## config.mk

```make
export PLATFORM = sky130hd
export DESIGN_NAME = sba_ctrl
export DESIGN_NICKNAME = d
export VERILOG_FILES = /design/src/rtl/sba_pkg.sv /design/src/rtl/sba_ctrl.sv
export SDC_FILE = /design/constraint.sdc
export NUM_CORES = 1
export LEC_CHECK = 0
export BUFFER_PORTS_ARGS = -buffer_cell sky130_fd_sc_hd__buf_2
export CAP_MARGIN = 10
export CORE_AREA = 2 2 39 41
export CTS_CLUSTER_DIAMETER = 60
export DETAILED_ROUTE_END_ITERATION = 10
export DIE_AREA = 0 0 41 43
export GPL_ROUTABILITY_DRIVEN = 0
export SYNTH_ARGS = -nofsm -noshare
export SYNTH_HDL_FRONTEND = slang
export SYNTH_SLANG_ARGS = --single-unit
```

## constraint.sdc

```tcl
create_clock -name i_clk -period 3.1 [get_ports i_clk]
set_clock_uncertainty 0.05 [all_clocks]
set_input_delay 0.465 -clock i_clk [delete_from_list [all_inputs] [get_ports i_clk]]
set_output_delay 0.465 -clock i_clk [all_outputs]
set_load 0.05 [all_outputs]
```

## src/rtl/sba_pkg.sv

```systemverilog
`default_nettype none
// ----------------------------------------------------------------------------
// sba_pkg: shared constants, types and helpers of the sector bitmap allocator
// Field widths, action and status codes, controller/datapath handshake structs.
// ----------------------------------------------------------------------------
package sba_pkg;

    localparam int DEF_MAX_SECTORS = 4096;
    localparam int DEF_MAX_REQUEST = 64;
    localparam int TOT_RESET       = 4096;

    localparam int WORD_W  = 64;
    localparam int BIT_W   = 6;
    localparam int TOT_W   = 13;
    localparam int SEC_W   = 12;
    localparam int ACT_W   = 2;
    localparam int REQ_W   = 7;
    localparam int ST_W    = 2;
    localparam int WIDX_W  = TOT_W - BIT_W;
    localparam int WCNT_W  = WIDX_W + 1;
    localparam int APB_AW  = 3;
    localparam int APB_DW  = 32;

    typedef logic [WORD_W-1:0] t_word;

    localparam logic [ACT_W-1:0] ACT_ALLOC   = 2'd0;
    localparam logic [ACT_W-1:0] ACT_RELEASE = 2'd1;
    localparam logic [ACT_W-1:0] ACT_MARK    = 2'd2;
    localparam logic [ACT_W-1:0] ACT_QUERY   = 2'd3;

    localparam logic [ST_W-1:0] ST_OK      = 2'd0;
    localparam logic [ST_W-1:0] ST_RANGE   = 2'd1;
    localparam logic [ST_W-1:0] ST_NOSPACE = 2'd2;
    localparam logic [ST_W-1:0] ST_ZERO    = 2'd3;

    localparam logic [1:0] KIND_SIMPLE = 2'd0;
    localparam logic [1:0] KIND_ONE    = 2'd1;
    localparam logic [1:0] KIND_ALLOC  = 2'd2;

    typedef struct packed {
        logic clr;
        logic load;
        logic scan;
        logic mark_init;
        logic mark_rd;
        logic mark_ld;
        logic pick;
        logic mark_wr;
        logic one_rd;
        logic one_do;
        logic emit_simple;
    } t_cmd;

    typedef struct packed {
        logic       cfg_wr;
        logic       clr_done;
        logic [1:0] kind;
        logic       scan_found;
        logic       scan_done;
        logic       pick_any;
        logic       rem_zero;
        logic       out_free;
    } t_sts;

    function automatic t_word low_onehot(t_word v);
        return v & (~v + WORD_W'(1));
    endfunction

    function automatic logic [BIT_W-1:0] low_index(t_word v);
        t_word           oh;
        logic [BIT_W-1:0] idx;
        oh  = v & (~v + WORD_W'(1));
        idx = '0;
        for (int i = 0; i < WORD_W; i++) begin
            if (oh[i]) begin
                idx = idx | BIT_W'(i);
            end
        end
        return idx;
    endfunction

endpackage
`default_nettype wire

```

## src/rtl/sba_ctrl.sv

```systemverilog
`default_nettype none
// ----------------------------------------------------------------------------
// sba_ctrl: sequencer of the sector bitmap allocator
// Steps clear pass, dispatch, bitmap scan, marking and result emission.
// ----------------------------------------------------------------------------
module sba_ctrl (
    input  wire logic          i_clk,
    input  wire logic          i_rst_n,
    input  wire logic          i_req_valid,
    output      logic          o_req_ready,
    input  wire sba_pkg::t_sts i_sts,
    output      sba_pkg::t_cmd o_cmd
);
    import sba_pkg::*;

    localparam logic [3:0] S_CLR  = 4'd0;
    localparam logic [3:0] S_IDLE = 4'd1;
    localparam logic [3:0] S_DISP = 4'd2;
    localparam logic [3:0] S_EMIT = 4'd3;
    localparam logic [3:0] S_ORD  = 4'd4;
    localparam logic [3:0] S_ODO  = 4'd5;
    localparam logic [3:0] S_SCAN = 4'd6;
    localparam logic [3:0] S_MRD  = 4'd7;
    localparam logic [3:0] S_MLD  = 4'd8;
    localparam logic [3:0] S_PICK = 4'd9;

    logic [3:0] r_state;
    logic [3:0] n_state;

    assign o_req_ready = (r_state == S_IDLE);

    always_comb begin
        o_cmd   = '0;
        n_state = r_state;
        unique case (r_state)
            S_CLR: begin
                o_cmd.clr = 1'b1;
                if (i_sts.clr_done) begin
                    n_state = S_IDLE;
                end
            end
            S_IDLE: begin
                if (i_req_valid) begin
                    o_cmd.load = 1'b1;
                    n_state    = S_DISP;
                end
            end
            S_DISP: begin
                unique case (i_sts.kind)
                    KIND_ONE:   n_state = S_ORD;
                    KIND_ALLOC: n_state = S_SCAN;
                    default:    n_state = S_EMIT;
                endcase
            end
            S_EMIT: begin
                if (i_sts.out_free) begin
                    o_cmd.emit_simple = 1'b1;
                    n_state           = S_IDLE;
                end
            end
            S_ORD: begin
                o_cmd.one_rd = 1'b1;
                n_state      = S_ODO;
            end
            S_ODO: begin
                if (i_sts.out_free) begin
                    o_cmd.one_do = 1'b1;
                    n_state      = S_IDLE;
                end
            end
            S_SCAN: begin
                o_cmd.scan = 1'b1;
                if (i_sts.scan_found || i_sts.scan_done) begin
                    o_cmd.mark_init = 1'b1;
                    n_state         = S_MRD;
                end
            end
            S_MRD: begin
                o_cmd.mark_rd = 1'b1;
                n_state       = S_MLD;
            end
            S_MLD: begin
                o_cmd.mark_ld = 1'b1;
                n_state       = S_PICK;
            end
            S_PICK: begin
                if (i_sts.pick_any) begin
                    o_cmd.pick = i_sts.out_free;
                end else begin
                    // write the word back, then move on or finish
                    o_cmd.mark_wr = 1'b1;
                    n_state       = i_sts.rem_zero ? S_IDLE : S_MRD;
                end
            end
            default: n_state = S_IDLE;
        endcase
        if (i_sts.cfg_wr) begin
            n_state = S_CLR;
        end
    end

    always_ff @(posedge i_clk) begin
        if (!i_rst_n) begin
            r_state <= S_CLR;
        end else begin
            r_state <= n_state;
        end
    end

`ifndef ASSERT_OFF
    a_accept_disp: assert property (@(posedge i_clk) disable iff (!i_rst_n)
        (i_req_valid && o_req_ready && !i_sts.cfg_wr) |=> (r_state == S_DISP))
        else $error("accepted request did not reach dispatch");
    a_pick_rem: assert property (@(posedge i_clk) disable iff (!i_rst_n)
        o_cmd.pick |-> !i_sts.rem_zero)
        else $error("sector granted with nothing left to grant");
    a_load_after_read: assert property (@(posedge i_clk) disable iff (!i_rst_n)
        (r_state == S_MLD) |-> ($past(r_state) == S_MRD))
        else $error("word loaded without a read the cycle before");
`endif
endmodule
`default_nettype wire

```

Word level (Yosys, flattened, before mapping)
Cells that the tools add are included.
{"block": "word_totals", "register_bits": 4, "latch_bits": 0, "ram_bits": 0, "rom_bits": 0, "out_inout_bits": 12, "word_cells": 45, "mem_count": 0}
{"block": "op_classes", "n_addsub": 0, "mul": 0, "div_mod_pow": 0, "n_lt_le_gt_ge": 0, "n_eq_ne": 16, "n_shift": 0, "n_mux": 22, "bitwise": 1, "n_reduce_logical": 5}
{"op": "4-bit one-hot mux with 9 select lines", "n": 1}
{"op": "4-bit two-way mux", "n": 5}
{"op": "4-bit by 3-bit == test with 1-bit output (second input constant)", "n": 4}
{"op": "1-bit two-way mux", "n": 12}
{"op": "4-bit by 2-bit == test with 1-bit output (second input constant)", "n": 2}
{"op": "4-bit == test (second input constant)", "n": 2}
{"op": "2-bit inequality test (second input constant)", "n": 4}
{"op": "3-bit one-hot mux with 2 select lines", "n": 1}
{"op": "5-bit AND reduction", "n": 1}
{"op": "4-bit by 1-bit == test with 1-bit output (second input constant)", "n": 1}
{"op": "4-bit zero test", "n": 1}
{"op": "2-bit two-way mux", "n": 2}
{"op": "2-bit OR reduction", "n": 2}
{"op": "3-bit two-way mux", "n": 1}
{"op": "2-bit by 1-bit == test with 1-bit output (second input constant)", "n": 1}
{"op": "2-bit == test (second input constant)", "n": 1}
{"op": "2-bit by 1-bit inequality test with 1-bit output (second input constant)", "n": 1}
{"op": "1-bit logical OR", "n": 1}
{"op": "1-bit inverter", "n": 1}

Depth between registers and ports, before layout
{"block": "logic_depth", "word_depth": 4, "mapped_depth": 6}

Least setup slack after synthesis
No wires, ideal clock.
{"block": "synth_timing", "path_kind": "flip-flop to output port", "startpoint": "reg r_state[1]", "endpoint": "out o_cmd[9] in the netlist's numbering", "arrival_time_ps": 2380, "setup_slack_ps": 205, "stages_incl_launch_ff": 5, "n_path_buf": 1, "cell_sequence": "dfxtp_1 -> clkbuf_1 -> nand2b_1 -> nor3_1 -> and2_1"}
{"element": "start: declaration", "line_no": "sba_ctrl.sv:27", "rtl": "logic [3:0] r_state;"}
{"element": "start signal: assignment", "line_no": "sba_ctrl.sv:106", "rtl": "r_state <= n_state;"}
{"element": "end: declaration", "line_no": "sba_ctrl.sv:12", "rtl": "output sba_pkg::t_cmd o_cmd"}

==> out/metrics.cfg <==
[route]
vias=500
routedWlPerCell_microns=10.4
totalWireLength_microns=1030
wl_met1_microns=523
drc=0
via_per_inst=5.05
top_layer=met3
dr_wl_met3_microns=86
drtPass1Iterations=4
wl_met2_microns=417
drt_iter0_markers=9
drtAntennaViolNets=0

[clock_network]
clock_latency_ps=230
cts.sinks=4
numCtsBuffers=3
hold_buffers=0
cts_tree=built
cts_setup_buffers=0
max-clock-path-buffers=2
root_buffer=clkbuf_4
htree_num_levels=1
ctsResizeCount=0
path_clk_slew_ps=40

[synthesis]
synth.most_common_cell=nor2_1
synth_warnings=0
synth_edf_count=0
synth_top_area_frac=0.186
yosys.area.top_type=dfxtp_1
syn_area_per_cell_sq_um=7.06
netlist-cell-type-count=26
synth-seq-cells=4
synthFlopType=dfxtp_1
synth_area_sq_um=430
seq_area_frac_synth=0.186
synthTopCellsByCount=nor2_1 (11), inv_1 (5), nor3_1 (5)
synth_area_leaders=dfxtp_1 (19%), nor2_1 (9.6%), o311ai_4 (6.1%), nor3_1 (5.8%), nand4bb_1 (5.2%)
syn-num-nets=74
async_flop_share=0
synthCells=61

[timing]
whs_ps=527
setup-tns-final_ps=0
period_needed_ps=2150
grt_setup_unrepaired=false
slew_viol_final=0
hold_viol=0
fmax_mhz=465
worst_slew_pin_slew_ps=559
finalCritPeriodShare=0.694
slew-limit-headroom=0.627
setup_viol=0

[placed_design]
dp.cells=96
placed_area_sq_um=548
hpwlAfterDp_microns=777
port_buffers=23

[global_route]
grt_pass1_wl_microns=1770
overflow=0
grt_start_max_net_pins=16
grt_pass1_vias=426
antenna_found_initial=0
grt_use_total=0.142

[floorplanning]
die_h_microns=43
die_x_microns=41
coreArea_sq_um=1380
dieArea_sq_um=1760
initial_core_util=0.311
rows=14
ios=24

[layout]
layout.cells.non_filler=99
postLayoutCellArea_sq_um=571
top_regs=r_state (4)
diodes=0
areaGrowthSynthToFinish_pct=32.6
multiInputGateArea_sq_um=314
drive_above_1_share=0.325
largest_reg_flops=4
regMostFlops=r_state
nNetsFinal=98
fillers=162
regArea_sq_um=80.1

[critical_path]
timing.rr.end=r_state[0]
rr_worst_depth=4
critPathLaunchType=flip-flop
endpoint=o_cmd[9]
cp.arrival_ps=1640
crit_fanout=13
path_class=reg -> out
r2r_start=r_state[2]
startpoint=r_state[0]
worstSetupEndpointType=primary output
required_ps=2580
setup.reg_to_reg.worst_slack_ps=1320

[pwr]
peakVddDrop_uv=169
p_per_area_nw_per_um2=276
p_total_mw=0.157
total_leakage_power_nw=0.280

[min_path]
hp-class=in -> reg

[outcome]
outcome=completed

[run]
drv_cap=0

## critical path, cell delays in order, from the launching register on
cell and delay (ps):
dfxtp_1 550, nand2b_1 210, nor3_1 230, and2_1 150, buf_2 250
## cells by family after synthesis
kind of cell | Yosys count | synth area share
flip-flops | 4 | 0.186
buffers and inverters | 9 | 0.0843
XOR/XNOR | 1 | 0.0204
AND/OR/NAND/NOR | 33 | 0.407
multiplexers | 2 | 0.0465
adder cells (fa/ha/maj) | 1 | 0.0291
AO/OA/AOI/OAI | 11 | 0.227
## metrics by stage
step / setup WS (ps) / utilization
2_1_floorplan: 205 / -
3_3_place_gp: 1250 / 0.396
3_5_place_dp: 1210 / 0.396
4_1_cts: 954 / 0.412
5_1_grt: 787 / 0.412
6_report: 949 / 0.412
## how the worst min path moves through the flow
| stage | startpoint | to | slack (ps) | cells past startpoint |
|---|---|---|---|---|
| 2_1_floorplan | r_state[1] | r_state[1] | 600 | 3 |
| 3_3_place_gp | r_state[1] | r_state[1] | 570 | 2 |
| 3_5_place_dp | r_state[1] | r_state[1] | 570 | 2 |
| 4_1_cts | i_sts[8] | r_state[0] | 520 | 3 |
| 5_1_grt | i_sts[8] | r_state[0] | 550 | 3 |
| 6_report | i_sts[8] | r_state[0] | 530 | 3 |
## placed cells by master (no fill, tap or decap), drive strengths merged
cell     Yosys  final
o21a         2      2
nand3        1      1
nor2b        3      3
ha           1      1
nor2        11     11
o311a        1      1
o311ai       1      1
nor4b        1      1
clkbuf       2      3
nand2b       3      3
a211oi       1      1
nor3         5      5
nand2        4      4
or4          1      1
nor4         1      1
o32a         1      1
buf          2     23
nand4bb      2      2
a21oi        2      2
xor2         1      1
inv          5      5
o31a         1      1
mux2i        2      2
dfxtp        4      4
o21ai        2      2
and2         1      1
## layout make-up
| type | instances | share of cell area |
|---|---|---|
| clock buffer | 3 | 0.0395 |
| inverter | 5 | 0.0329 |
| multi-input combinational | 48 | 0.550 |
| sequential | 4 | 0.140 |
| tap | 16 | 0.0351 |
| timing repair buffer | 23 | 0.202 |
## per-layer routing
metal | GRT usage | vias up
li1 | - | 259
met1 | 0.208 | 217
met2 | 0.194 | 24
met3 | 0.0471 | 0
met4 | 0.0400 | 0
met5 | 0 | -
## power by group
part,internal [mW],leakage (nW),switching (mW),total [mW]
registers,0.0528,0.0324,0.00319,0.0560
logic,0.0165,0.234,0.0222,0.0387
clock network,0.0432,0.0138,0.0195,0.0627
total,0.112,0.280,0.0449,0.157
No activity file was read; power rests on OpenSTA's default activity.
